$ cat src/design/sufl_queue.sv
`default_nettype none
module sufl_queue #(
  parameter int DEPTH = 4,
  parameter int W     = 24
) (
  input  wire logic         clk,
  input  wire logic         rst,
  input  wire logic         push,
  input  wire logic [W-1:0] wdata,
  output logic              full,
  input  wire logic         pop,
  output logic [W-1:0]      rdata,
  output logic              empty
);
  localparam int PTR_W = (DEPTH > 1) ? $clog2(DEPTH) : 1;
  localparam int CNT_W = $clog2(DEPTH + 1);
  localparam logic [PTR_W-1:0] LAST = PTR_W'(DEPTH - 1);
  localparam logic [CNT_W-1:0] FULL_CNT = CNT_W'(DEPTH);

  logic [W-1:0]     slots [DEPTH];
  logic [PTR_W-1:0] wptr;
  logic [PTR_W-1:0] rptr;
  logic [CNT_W-1:0] count;

  assign full  = (count == FULL_CNT);
  assign empty = (count == '0);
  assign rdata = slots[rptr];

  always_ff @(posedge clk) begin
    if (push) slots[wptr] <= wdata;
  end

  always_ff @(posedge clk) begin
    if (rst) begin
      wptr  <= '0;
      rptr  <= '0;
      count <= '0;
    end else begin
      if (push) wptr <= (wptr == LAST) ? '0 : wptr + 1'b1;
      if (pop)  rptr <= (rptr == LAST) ? '0 : rptr + 1'b1;
      if (push && !pop) count <= count + 1'b1;
      else if (pop && !push) count <= count - 1'b1;
    end
  end
endmodule
`default_nettype wire

$ cat config.mk
export PLATFORM = sky130hd
export DESIGN_NAME = sufl_queue
export DESIGN_NICKNAME = d
export VERILOG_FILES = /design/src/design/sufl_queue.sv
export SDC_FILE = /design/constraint.sdc
export NUM_CORES = 1
export LEC_CHECK = 0
export BUFFER_PORTS_ARGS = -buffer_cell sky130_fd_sc_hd__buf_2
export CORE_ASPECT_RATIO = 1.1
export CORE_MARGIN = 4
export CORE_UTILIZATION = 40
export CTS_CLUSTER_SIZE = 24
export DETAILED_ROUTE_END_ITERATION = 12
export PLACE_DENSITY = 0.58
export SLEW_MARGIN = 40
export SYNTH_ARGS = -nofsm -noshare
export SYNTH_HDL_FRONTEND = slang
export SYNTH_SLANG_ARGS = --single-unit
$ cat constraint.sdc
create_clock -name clk -period 1.5 [get_ports clk]
set_clock_uncertainty 0.05 [all_clocks]
set_input_delay 0.225 -clock clk [delete_from_list [all_inputs] [get_ports clk]]
set_output_delay 0.225 -clock clk [all_outputs]
set_load 0.005 [all_outputs]
# [Word level (Yosys, flattened, before mapping)]
# Memory sizes are Yosys's and may differ from the RTL's. A register that Yosys moved wholly into a read port is not among the register bits.
# Cells that the tools add are included.
[totals] in_bits=28 output_inout_bits=26 mem_count=1 regBits=7 ramBits=96
[classes] addsub=4 eq_ne=3 n_reduce_logical=6 n_mux=8
[mem_list] name="slots" words=4 word_bits=24 rd=1 rd_clocked_by_memory_dff=1 wr=1 line="20" rtl="logic [W-1:0] slots [DEPTH];"
[op_table] cell="2-bit 2-to-1 mux" count=4
[op_table] cell="3-bit 2-to-1 mux" count=2
[op_table] cell="2-bit by 1-bit adder with 2-bit output (second input constant)" count=2
[op_table] cell="2-bit == test (second input constant)" count=2
[op_table] cell="3-bit by 1-bit adder with 3-bit output (second input constant)" count=1
[op_table] cell="3-bit == test (second input constant)" count=1
[op_table] cell="3-bit zero test" count=1
[op_table] cell="3-bit by 1-bit subtractor with 3-bit output (second input constant)" count=1
[op_table] cell="1-bit logical AND" count=2
[op_table] cell="1-bit zero test" count=2
[op_table] cell="1-bit 2-to-1 mux" count=2
[op_table] cell="2-bit nonzero test" count=1

# [Depth between registers and ports, before layout]
[logic_depth] ltp_word=4 ltp_mapped=7 depth_no_buf=7

# [Least setup slack after synthesis]
# Ideal clock, no wire load.
[synth_timing] kind="reg-to-reg" start="reg wptr[0]" end="mem slots[3][0] (enable)" setup_ps=383 arrival_ps=1162 required_time_ps=1067 period_less_slack_ps=1595 slack_ps=-95 path_stages_with_launch=3 cell_sequence="dfxtp_1 -> ha_1 -> and2_1"
[synth_rtl] element="from (decl)" line="21" rtl="logic [PTR_W-1:0] wptr;"
[synth_rtl] element="from (signal assigned)" line="39" rtl="if (push) wptr <= (wptr == LAST) ? '0 : wptr + 1'b1;"
[synth_rtl] element="to (decl)" line="20"
# Straight into the memory's write port.

==> metrics <==
status=finished, violations left; failing checks=negative setup slack; clk_lat worst skew=350 ps; Worst Hold Depth=1; initial core utilization=between 40% and 50%; Yosys warning total=0; Worst-Margin Slew=378 ps; # IOs=54; GRT overflow=0; Req. time, crit path=1220 ps; # diodes=0; P&R area growth vs syn=19.0%; die area=11500 um2; sequential area share after synthesis=about 78%; CP Class=flip-flop to primary output; Fmax=536 MHz; largest cells by area after synthesis=edfxtp_1 73%, mux4_2 11%, dfxtp_1 4.6%; number of synthesized register bits=between 100 and 150; global placer's final weighted congestion=0.669; Core Rows=37; Die X=a little over 100 um; met3 Use GR=3.29%; met1 Usage GRT=14.8%; via count=roughly 1700; max_slew headroom=74.8%; Nets=280; DRT iter0 DRCs=61; global-route usage over all layers=12.0%; Core Area=9490 um2; Core Util, Final=49.5%; WL per Instance=around 18 um; # setup viols final=24; Cell variety after synth=20; hold_sp=wdata[12]; max-slew violations=0; Residual DRC=0; HPWL after DPL=4130 um; Synth Area in XOR/XNOR=0.444%; Post-Syn Nets=205; share of layout cells above drive strength 1=46.6%; Num Clock Sinks=105; Syn Area/Cell=23.2 um2; H-tree depth=3; CTS tree=yes; area of the mapped netlist=around 4000 um2; post-synth top area share=73.1%; Final Cycle Share=124%; clk slew on worst S/H paths=90 ps; multiplexer share of the synthesized area=15.1%; unrepaired setup endpoints after global routing=yes; Arr. time, crit path=~1600 ps; commonest non-fill, non-tap cell in the layout=edfxtp_1; largest net degree at the start of global routing=25; initial antenna violation count=0; vias per cell=around 4.8; Worst Setup End Kind=primary output; Synth Area in Adders=2.41%; total CTS buffers=9; reg2reg path depth=5; Cell Chain, Critical Path=buf_12, mux4_2, buf_6; WL final=around 6400 um; Post-DRT Antenna Nets=0; Leak=1.64 nW; Synth area leader=edfxtp_1; crit-path max cell delay=520 ps; main combinational cell family by area after synthesis=multiplexers; final worst slack=-366 ps; Hold Fails Final Rpt=0; most frequent cells in the layout=96 x edfxtp_1, 51 x buf_2, 24 x mux4_2; cell area after layout=4690 um2; compound-cell area share of the yosys netlist=0.381%; Max-cap violations=0; post-synthesis simple-gate area fraction=between 1.5 and 2%; Buffers on Ports=53; Setup TNS Final=-8050 ps; Area after DPL=4460 um2; Multi-input gate area=798 um2; CTS Hold Bufs=0; worst r2r src=wptr[1]$_SDFFE_PP0P_; layout filler cell count=775; Hold WC Path Type=input port to flip-flop; GR Util met2=between 15 and 20%; Top Usage Layer GRT=met2; first-pass GRT wire length=roughly 10000 um; CTS Root Cell=clkbuf_8; minimum clock period=1870 ps; Critical-path top delay cell=mux4_2; clock buffer depth=2; vias in the first global route=about 1900; critical path launch point type=flip-flop; Max IR drop VDD=0.589 mV; Synth Instances=170; worst-path fanout max=10; register area=3070 um2; die height=112 um; DP Worst Slack=-147 ps; router iterations before antenna repair=4; PwrDens=1230 nW/um2
## synthesized netlist by cell type
cell type	count
a21oi_1	2
or3_1	1
dfxtp_1	9
and2_1	4
nor3_1	1
mux4_1	4
buf_2	2
edfxtp_1	96
ha_1	6
mux2i_1	4
buf_12	2
nor3b_1	2
mux4_2	20
xor2_1	2
nor2_1	7
fa_1	1
clkbuf_1	1
inv_1	4
buf_6	1
o21ai_0	1
## area by class of cell
| cell class | instances | share of cell area (%) |
|---|---|---|
| Sequential cell | 105 | 65.4 |
| Multi-Input combinational cell | 55 | 17.0 |
| Timing Repair Buffer | 70 | 9.78 |
| Tap cell | 117 | 3.12 |
| Clock buffer | 9 | 2.64 |
| Clock inverter | 6 | 1.79 |
| Inverter | 4 | 0.320 |
## layer usage
layer / part of all wire (%) / up-vias
met5: 0 / -
met4: 1.9 / 0
met3: 5.5 / 9
met2: 51 / 44
met1: 42 / 859
li1: - / 836
## final timing paths
check | end | slack [ps]
hold reg to reg | count[2]$_SDFFE_PP0P_ | 480
setup reg to reg | slots[0][14]$_DFFE_PP_ | 80
hold / removal | slots[3][12]$_DFFE_PP_ | 40
setup / recovery | rdata[5] | -370
## registers in the layout, indices dropped and copies added, names as in the netlist, named ones only
name,flops
wptr,2
count,3
rptr,2
slots,96
## cells by family (layout without fill, tap and decap cells)
family                   count (synthesis)  after routing
buffers and inverters                   10             89
AO/OA/AOI/OAI                            3              3
adder cells (fa/ha/maj)                  7              7
multiplexers                            28             28
XOR/XNOR                                 2              2
AND/OR/NAND/NOR                         15             15
flip-flops                             105            105
## through the flow
stage	cells	power (mW)	hold slack (ps)
4_1_cts	364	5.86	13.6
3_5_place_dp	349	4.06	398
2_1_floorplan	170	3.77	244
3_3_place_gp	349	4.05	391
6_report	366	5.79	35.6
5_1_grt	366	6.05	13.8
## timing repair
item / 4_1_cts / 5_1_grt
cloned: 0 / 0
setup buffers: 0 / 2
gates resized for setup: 4 / 7
setup endpoints to repair: 72 / 25
## worst max-delay path: cells and delay by family, from the launching register on
| family | cells | cell delay, ps |
|---|---|---|
| DFF | 1 | 420 |
| muxes | 1 | 520 |
| buffers and inverters | 2 | 290 |
## power by group
part | internal (mW) | total (mW) | switching [mW]
Combinational | 0.328 | 0.601 | 0.273
Clock | 0.922 | 1.79 | 0.872
Sequential | 3.34 | 3.39 | 0.0539
Power figures use the tool's default switching activity.
