### src/design/sufl_pkg.sv
`default_nettype none
package sufl_pkg;

  localparam int SAMPLE_BITS  = 24;
  localparam int FRAC_BITS    = SAMPLE_BITS - 1;
  localparam int PROD_W       = 2 * SAMPLE_BITS;
  localparam int WIDE_W       = 40;
  localparam int GAIN_W       = 2 * SAMPLE_BITS;
  localparam int CLAMP_W      = SAMPLE_BITS - 1;
  localparam int GAIN_SHIFT   = 4;
  localparam int NUM_OUT      = 5;
  localparam int QUEUE_DEPTH  = 4;
  localparam int DEF_TAPS     = 31;
  localparam int DEF_CHANNELS = 5;
  localparam int COEF_COUNT   = 16;

  localparam int IN_W       = 2 * SAMPLE_BITS;
  localparam int OUT_W      = NUM_OUT * SAMPLE_BITS;
  localparam int CFG_DATA_W = 64;
  localparam int CFG_ADDR_W = 6;
  localparam int REG_LSB    = 3;
  localparam int REG_IDX_W  = CFG_ADDR_W - REG_LSB;

  localparam logic [CLAMP_W-1:0] CLAMP_RESET = '1;
  localparam logic [GAIN_W-1:0]  GAIN_RESET  = 48'd13941452358476;

  typedef logic signed [SAMPLE_BITS-1:0] sample_t;
  typedef logic signed [PROD_W-1:0]      prod_t;
  typedef logic signed [WIDE_W-1:0]      wide_t;

  typedef enum logic [REG_IDX_W-1:0] {
    REG_FILTER_ENABLE       = 3'd0,
    REG_CLAMP_LEVEL         = 3'd1,
    REG_GAIN_FRONT_LEFT     = 3'd2,
    REG_GAIN_FRONT_RIGHT    = 3'd3,
    REG_GAIN_SURROUND_LEFT  = 3'd4,
    REG_GAIN_SURROUND_RIGHT = 3'd5,
    REG_GAIN_CENTER         = 3'd6
  } reg_index_t;

  typedef struct packed {
    logic                             filter_enable;
    logic [CLAMP_W-1:0]               clamp_level;
    logic [NUM_OUT-1:0][GAIN_W-1:0]   gain;
  } cfg_t;

  // Low-pass taps by distance from the center, 1.23, rounded to nearest.
  localparam sample_t COEF_TABLE [COEF_COUNT] = '{
    24'sd7223215, 24'sd1090801, -24'sd900217, 24'sd670256,
    -24'sd456275, 24'sd283572, -24'sd158123, 24'sd75265,
    -24'sd25835, -24'sd22, 24'sd10860, -24'sd13179,
    24'sd11408, -24'sd8252, 24'sd5150, -24'sd2714
  };

  function automatic sample_t coef_tap(input int tap, input int half);
    int tap_dist;
    tap_dist = tap - half;
    if (tap_dist < 0) tap_dist = -tap_dist;
    if (tap_dist < COEF_COUNT) return COEF_TABLE[tap_dist[3:0]];
    return '0;
  endfunction

  // Floor a 1.23 x 1.23 product back to 1.23 and saturate.
  function automatic sample_t sat_frac(input prod_t p);
    prod_t s;
    s = p >>> FRAC_BITS;
    if (!s[PROD_W-1] && (|s[PROD_W-2:SAMPLE_BITS-1])) return {1'b0, {FRAC_BITS{1'b1}}};
    if (s[PROD_W-1] && !(&s[PROD_W-2:SAMPLE_BITS-1])) return {1'b1, {FRAC_BITS{1'b0}}};
    return s[SAMPLE_BITS-1:0];
  endfunction

  function automatic sample_t sat_wide(input wide_t v);
    if (!v[WIDE_W-1] && (|v[WIDE_W-2:SAMPLE_BITS-1])) return {1'b0, {FRAC_BITS{1'b1}}};
    if (v[WIDE_W-1] && !(&v[WIDE_W-2:SAMPLE_BITS-1])) return {1'b1, {FRAC_BITS{1'b0}}};
    return v[SAMPLE_BITS-1:0];
  endfunction

  function automatic wide_t sext_wide(input sample_t v);
    return {{(WIDE_W-SAMPLE_BITS){v[SAMPLE_BITS-1]}}, v};
  endfunction

  function automatic sample_t clamp_sample(input sample_t v, input logic [CLAMP_W-1:0] t);
    sample_t tpos;
    sample_t tneg;
    tpos = {1'b0, t};
    tneg = -tpos;
    if (v > tpos) return tpos;
    if (v < tneg) return tneg;
    return v;
  endfunction

endpackage
`default_nettype wire

### src/design/sufl_front.sv
`default_nettype none
module sufl_front #(
  parameter int CHANNELS = sufl_pkg::DEF_CHANNELS
) (
  input  wire logic                           clk,
  input  wire logic                           rst,
  input  wire sufl_pkg::cfg_t                 cfg,
  input  wire logic                           clearing,
  input  wire logic                           in_valid,
  output logic                                in_ready,
  input  wire logic [sufl_pkg::IN_W-1:0]      in_data,
  input  wire logic                           q_full,
  output logic                                q_push,
  output logic [sufl_pkg::SAMPLE_BITS-1:0]    q_wdata
);
  import sufl_pkg::*;

  localparam int NCH  = (CHANNELS < NUM_OUT) ? CHANNELS : NUM_OUT;
  localparam int CH_W = (NCH > 1) ? $clog2(NCH) : 1;
  localparam logic [CH_W-1:0] LAST_CH = CH_W'(NCH - 1);

  typedef enum logic [3:0] {
    F_IDLE  = 4'b0001,
    F_MUL_L = 4'b0010,
    F_MUL_R = 4'b0100,
    F_PUSH  = 4'b1000
  } fstate_t;

  fstate_t           state;
  fstate_t           state_next;
  sample_t           left;
  sample_t           right;
  sample_t           mix_l;
  prod_t             prod;
  logic [CH_W-1:0]   ch;
  logic [GAIN_W-1:0] gain_sel;
  sample_t           mul_a;
  sample_t           mul_b;
  sample_t           mix_y;

  assign in_ready = (state == F_IDLE) && !clearing;

  always_comb begin
    gain_sel = '0;
    for (int i = 0; i < NCH; i++) begin
      if (ch == CH_W'(i)) gain_sel = cfg.gain[i];
    end
  end

  // One shared multiplier: left gain first, right gain next.
  always_comb begin
    mul_a = (state == F_MUL_L) ? left : right;
    mul_b = (state == F_MUL_L) ? gain_sel[SAMPLE_BITS-1:0] : gain_sel[GAIN_W-1:SAMPLE_BITS];
  end

  assign mix_y = clamp_sample(
      sat_wide(sext_wide(mix_l) + (sext_wide(sat_frac(prod)) <<< GAIN_SHIFT)),
      cfg.clamp_level);

  assign q_push  = (state == F_PUSH) && !q_full;
  assign q_wdata = mix_y;

  always_comb begin
    state_next = state;
    unique case (state)
      F_IDLE:  if (in_valid && in_ready) state_next = F_MUL_L;
      F_MUL_L: state_next = F_MUL_R;
      F_MUL_R: state_next = F_PUSH;
      F_PUSH: begin
        if (!q_full) state_next = (ch == LAST_CH) ? F_IDLE : F_MUL_L;
      end
      default: state_next = F_IDLE;
    endcase
  end

  always_ff @(posedge clk) begin
    if (rst) begin
      state <= F_IDLE;
      ch    <= '0;
    end else begin
      state <= state_next;
      if (state == F_IDLE) ch <= '0;
      else if (q_push && ch != LAST_CH) ch <= ch + 1'b1;
    end
  end

  always_ff @(posedge clk) begin
    if (in_valid && in_ready) begin
      left  <= in_data[SAMPLE_BITS-1:0];
      right <= in_data[IN_W-1:SAMPLE_BITS];
    end
    if (state == F_MUL_L || state == F_MUL_R) prod <= PROD_W'(mul_a) * PROD_W'(mul_b);
    if (state == F_MUL_R) mix_l <= sat_frac(prod);
  end
endmodule
`default_nettype wire

### config.mk
export PLATFORM = sky130hd
export DESIGN_NAME = sufl_front
export DESIGN_NICKNAME = d
export VERILOG_FILES = /design/src/design/sufl_pkg.sv /design/src/design/sufl_front.sv
export SDC_FILE = /design/constraint.sdc
export NUM_CORES = 2
export LEC_CHECK = 0
export BUFFER_PORTS_ARGS = -buffer_cell sky130_fd_sc_hd__buf_2
export CORE_MARGIN = 5
export CORE_UTILIZATION = 50
export DETAILED_ROUTE_END_ITERATION = 12
export PLACE_DENSITY = 0.7
export SLEW_MARGIN = 10
export SYNTH_ARGS = -nofsm -noshare
export SYNTH_HDL_FRONTEND = slang
export SYNTH_SLANG_ARGS = --single-unit
### constraint.sdc
create_clock -name clk -period 9.9 [get_ports clk]
set_input_delay 0.99 -clock clk [delete_from_list [all_inputs] [get_ports clk]]
set_output_delay 0.99 -clock clk [all_outputs]
set_load 0.01 [all_outputs]
-- Word level (Yosys, flattened, before mapping)
Index checks and enable logic that the tools add are counted.
- flip-flop bits (word level): 127
- input bits: 317
- add/subtract/negate cells: 3
- $mul: 1
- $lt $le $gt $ge: 2
- equal/unequal tests: 11
- multiplexer cells: 37
- reductions and logical operators: 22
- operator list (cell ; number):
    24-bit two-way mux ; 16
    48-bit two-way mux ; 5
    24-bit by 24-bit multiplier with 48-bit output ; 1
    24-bit by 28-bit adder with 29-bit output ; 1
    24-bit greater-than comparator ; 1
    24-bit < comparator ; 1
    23-bit negator with 24-bit output ; 1
    4-bit one-hot mux with 4 select lines ; 1
    16-bit AND reduction ; 1
    16-bit OR reduction ; 1
    1-bit two-way mux ; 12
    1-bit logical AND ; 8
    4-bit two-way mux ; 2
    3-bit by 2-bit == test with 1-bit output (second input constant) ; 2
    1-bit logical NOT ; 6
    4-bit by 1-bit == test with 1-bit output (second input constant) ; 1
    4-bit by 2-bit == test with 1-bit output (second input constant) ; 1
    4-bit by 3-bit == test with 1-bit output (second input constant) ; 1
    4-bit == test (second input constant) ; 1
    2-bit AND reduction ; 2
    2-bit OR reduction ; 2
    3-bit by 1-bit adder with 3-bit output (second input constant) ; 1
    3-bit by 1-bit == test with 1-bit output (second input constant) ; 1
    3-bit == test (second input constant) ; 1
    6 further kinds ; 6

-- Logic depth before layout (Yosys ltp)
- depth after elaboration: 20
- mapped depth: 37
- mapped depth without buffers: 33

-- Worst setup path after synthesis
OpenSTA, ideal clock, no wires.
- path kind: register to register
- start point: reg ch[0]
- end point: reg prod[37], data pin
- setup time: 0.262 ns
- data arrival time: 8.229 ns
- required time: 9.638 ns
- setup slack: 1.409 ns
- stages on the path, launching flop included: 35
- clock period less this slack: 8.491 ns
- path through: dfxtp_1 -> inv_1 -> ha_1 -> clkbuf_1 -> nand2_1 -> buf_2 -> clkbuf_1 -> a21oi_1 -> mux4_2 -> a21oi_1 -> clkbuf_1 -> nor2_1 -> fa_1 -> inv_1 -> fa_1 -> fa_1 -> inv_1 -> fa_1 -> inv_1 -> fa_1 -> inv_1 -> fa_1 -> inv_1 -> fa_1 -> inv_1 -> ha_1 -> o21a_1 -> nor2_1 -> nor3_1 -> a211oi_1 -> o22ai_1 -> a211oi_2 -> o21ai_0 -> a311oi_1 -> nor3_1
- longest elaborated chain between the ends: 8
- elaborated cells on any way between the ends: 12
- classes of those cells: mul: 1; eq/ne: 4; mux: 6; reduce/logical: 1
- ends and longest elaborated chain (what ; RTL line ; RTL):
    start: declaration ; sufl_front.sv:35 ; logic [CH_W-1:0] ch;
    start signal: assignment ; sufl_front.sv:83 ; else if (q_push && ch != LAST_CH) ch <= ch + 1'b1;
    3-bit logical NOT ; sufl_front.sv:46 ; if (ch == CH_W'(i)) gain_sel = cfg.gain[i];
    48-bit two-way mux (4 in a row) ; sufl_front.sv:46 ;
    48-bit two-way mux * ; sufl_front.sv:46 ;
    24-bit two-way mux * ; sufl_front.sv:53 ; mul_b = (state == F_MUL_L) ? gain_sel[SAMPLE_BITS-1:0] : gain_sel[GAIN_W-1:SAMPLE_BITS];
    24-bit by 24-bit multiplier with 48-bit output * ; sufl_front.sv:92 ; if (state == F_MUL_L || state == F_MUL_R) prod <= PROD_W'(mul_a) * PROD_W'(mul_b);
    end signal: assignment ; sufl_front.sv:92 ;
    end: declaration ; sufl_front.sv:34 ; prod_t prod;
Mark *: on every way between the ends. The rest lies on a longest branch, timed or not.
A chain may end at the register's enable or synchronous reset.

-- Final worst setup path
Ends and elaborated chain as after synthesis.

==> qor.txt <==
Status -> finished clean
Worst-Margin Slew -> 1.11 ns
Reg clk slew, reported paths -> 0.07 ns
Reg2Reg Depth -> 31
Drt first pass iters -> 6
Cell taking the most area after synthesis -> fa_1
Worst-path fanout max -> 30
Sum Neg Setup Slack -> 0 ns
Syn Inst Count -> 3,376
Hold Startpoint -> ch[1]
Final worst-path cycle share -> 94.4%
Worst R2R Setup Slack -> 0.55 ns
Slew HR -> 26.3%
Antenna violations before repair -> 1
WP data required -> 10.03 ns
I/O pin total -> 343
Most frequent cells in the layout -> inv_1 (661), fa_1 (607), nand2_1 (438), nor2_1 (363), buf_2 (341)
Post-synthesis sequential area ratio -> 10.2%
Yosys warns -> 0
Worst reg2reg endpoint -> prod[37]
Syn avg cell area -> 8.86 µm²
Slew Viols, Final -> 0
Final min period -> 9.35 ns
Post-DP HPWL -> 75,400 µm
Core area -> 59,100 µm²
Row count -> 89
Non-filler cells, final -> 4,442
Max Clock Freq -> 0.107 GHz
DRC Markers -> 0
EDFF count, synth -> 97
Total CTS buffers -> 9
Final Setup Violations -> 0
Die extent in y -> 255 µm
Largest net degree at the start of global routing -> 51
Hold Path Class -> register to register
Fraction of registers with async set/reset -> 0%
Post-placement cell count -> 4,426
Synthesized cell area -> 29,900 µm²
CTS Buffer Depth -> 2
Area occupied by multi-input gates -> 23,900 µm²
CP max stage delay -> 0.61 ns
Wirelength, routed -> 89,100 µm
CTS root buf -> clkbuf_16
Filler Cell Count -> 5,389
Synth Net Count -> 4,506
Nets@finish -> 4,794
GPL Wtd Cong -> 0.948
Initial core utilization -> 50.6%
CP Capture Type -> register
Yosys reg bits -> 104
Top FF cell, synth -> edfxtp_1
Layout Skew -> 0.0101 ns
Seq. cell area -> 3050 µm²
Setup WS post-layout -> 0.552 ns
Worst hold endpoint -> ch[1]
Drt via density -> 5.60
Cell variety after synth -> 80
Commonest non-fill, non-tap cell in the layout -> inv_1
CP max-delay cell -> o21a_1
Routed Antenna Nets -> 0
Vias in the first global route -> 26,300
First-pass GRT wire length -> 142,000 µm
Most frequent CP cell -> fa_1
Reg2reg start -> ch[0]
DR iter-0 viols -> 2,017
Routed wire per std cell -> 20.1 µm
Pre-CTS setup slack -> 0.535 ns
Die Wd -> 255 µm
Vias -> 24,900
Final Hold Viols -> 0
Layout area overhead -> 10.8%
Proportion of layout cells with a drive suffix above 1 -> 14.4%
Die Footprint -> 64,800 µm²
N_diodes -> 0
Worst path arrival time -> 9.48 ns
Clock Latency Late Sink -> 0.39 ns
CTS tree -> yes
Hold depth -> 2
Max_cap viols -> 0
H-tree levels -> 3
CTS Sinks -> 104
Startpoint types -> register
Total track usage -> 28.2%
Gr ovfl total -> 0
Hold_ws -> 0.589 ns
Unrepaired setup endpoints after global routing -> false
Crit path kind -> register to register
IO buf count -> 341
Post-CTS setup buffer count -> 0
Synth top area share -> 40.6%
Ranking of synthesized cells by area -> fa_1 (41%), edfxtp_1 (9.7%), ha_1 (8.6%), inv_1 (8.3%), nand2_1 (5.5%)
synthesized netlist by cell type, types with 9 or more instances:
library cell	count
a211oi_1	15
ha_1	206
o21ai_0	64
and2_1	58
a31oi_1	19
o21a_1	14
a22oi_1	47
and3_1	13
a211o_1	10
nor2_1	363
nand4_1	22
buf_2	19
edfxtp_1	97
nand3_1	24
xor2_1	13
maj3_1	16
a21oi_1	157
clkbuf_1	134
mux2i_1	9
nor3_1	26
xnor2_1	59
mux4_2	22
nand2b_1	45
o21bai_1	10
or2_2	16
fa_1	607
inv_1	662
nor2b_1	26
nand2_1	439
a21o_1	30
worst max-delay path: cells and delay by family, from the launching register on:
family | cells | cell delay (ns)
adder cells (fa/ha/maj) | 9 | 4.25
AO/OA/AOI/OAI | 10 | 2.38
buffers and inverters | 7 | 0.83
AND/OR/NAND/NOR | 4 | 0.70
multiplexers | 1 | 0.48
flip-flops | 1 | 0.41
cells by family (layout without fill, tap and decap cells):
kind of cell	count (synthesis)	after routing	share of synthesized area (%)
xor+xnor	72	72	2.11
flops	104	104	10.2
fa+ha+maj	829	829	49.8
simple gates	1079	1079	16.0
mux	32	32	2.00
buf+inv	821	1114	10.4
compound gates	439	439	9.49
metrics by stage:
step           util, %  cell area [µm²]
2_1_floorplan        -            29900
3_3_place_gp      55.5            32800
3_5_place_dp      55.5            32800
5_1_grt           56.0            33100
4_1_cts           56.0            33100
6_report          56.0            33100
state kept, by name, summed over array words and instances, names as in the netlist:
signal  flops
prod       25
left       24
mix_l      24
right      24
state       4
ch          3
cell type report:
type                    count  share of cell area, %
inverters                 663                   7.51
clock inverters             6                  0.272
flip-flops and latches    104                   9.22
well taps                 773                   2.92
clock buffers              10                  0.691
repair buffers            435                   7.32
multi-input cells        2451                   72.1
how the worst max path moves through the flow:
stage | endpoint | cells past startpoint | start | slack [ns]
after floorplan | prod[37] | 34 | ch[0] | 1.41
after global placement | prod[44] | 33 | ch[0] | 0.62
after detailed placement | prod[44] | 33 | ch[0] | 0.53
after CTS | prod[44] | 31 | ch[0] | 0.47
after global routing | prod[46] | 33 | ch[0] | 0.10
final | prod[37] | 31 | ch[0] | 0.55
routing by layer:
layer	routed length (µm)	global-route usage, %
met1	35400	36.8
met2	43000	47.5
met3	7220	5.64
met4	3560	9.72
met5	13	0
timing repair:
action	CTS	global route
setup endpoints to repair	0	5
resized for setup	0	1
hold buffers	0	0
Power is left out: the tool's default activity adds up to more than one toggle a clock period on the data nets, which glitch-free logic cannot reach.
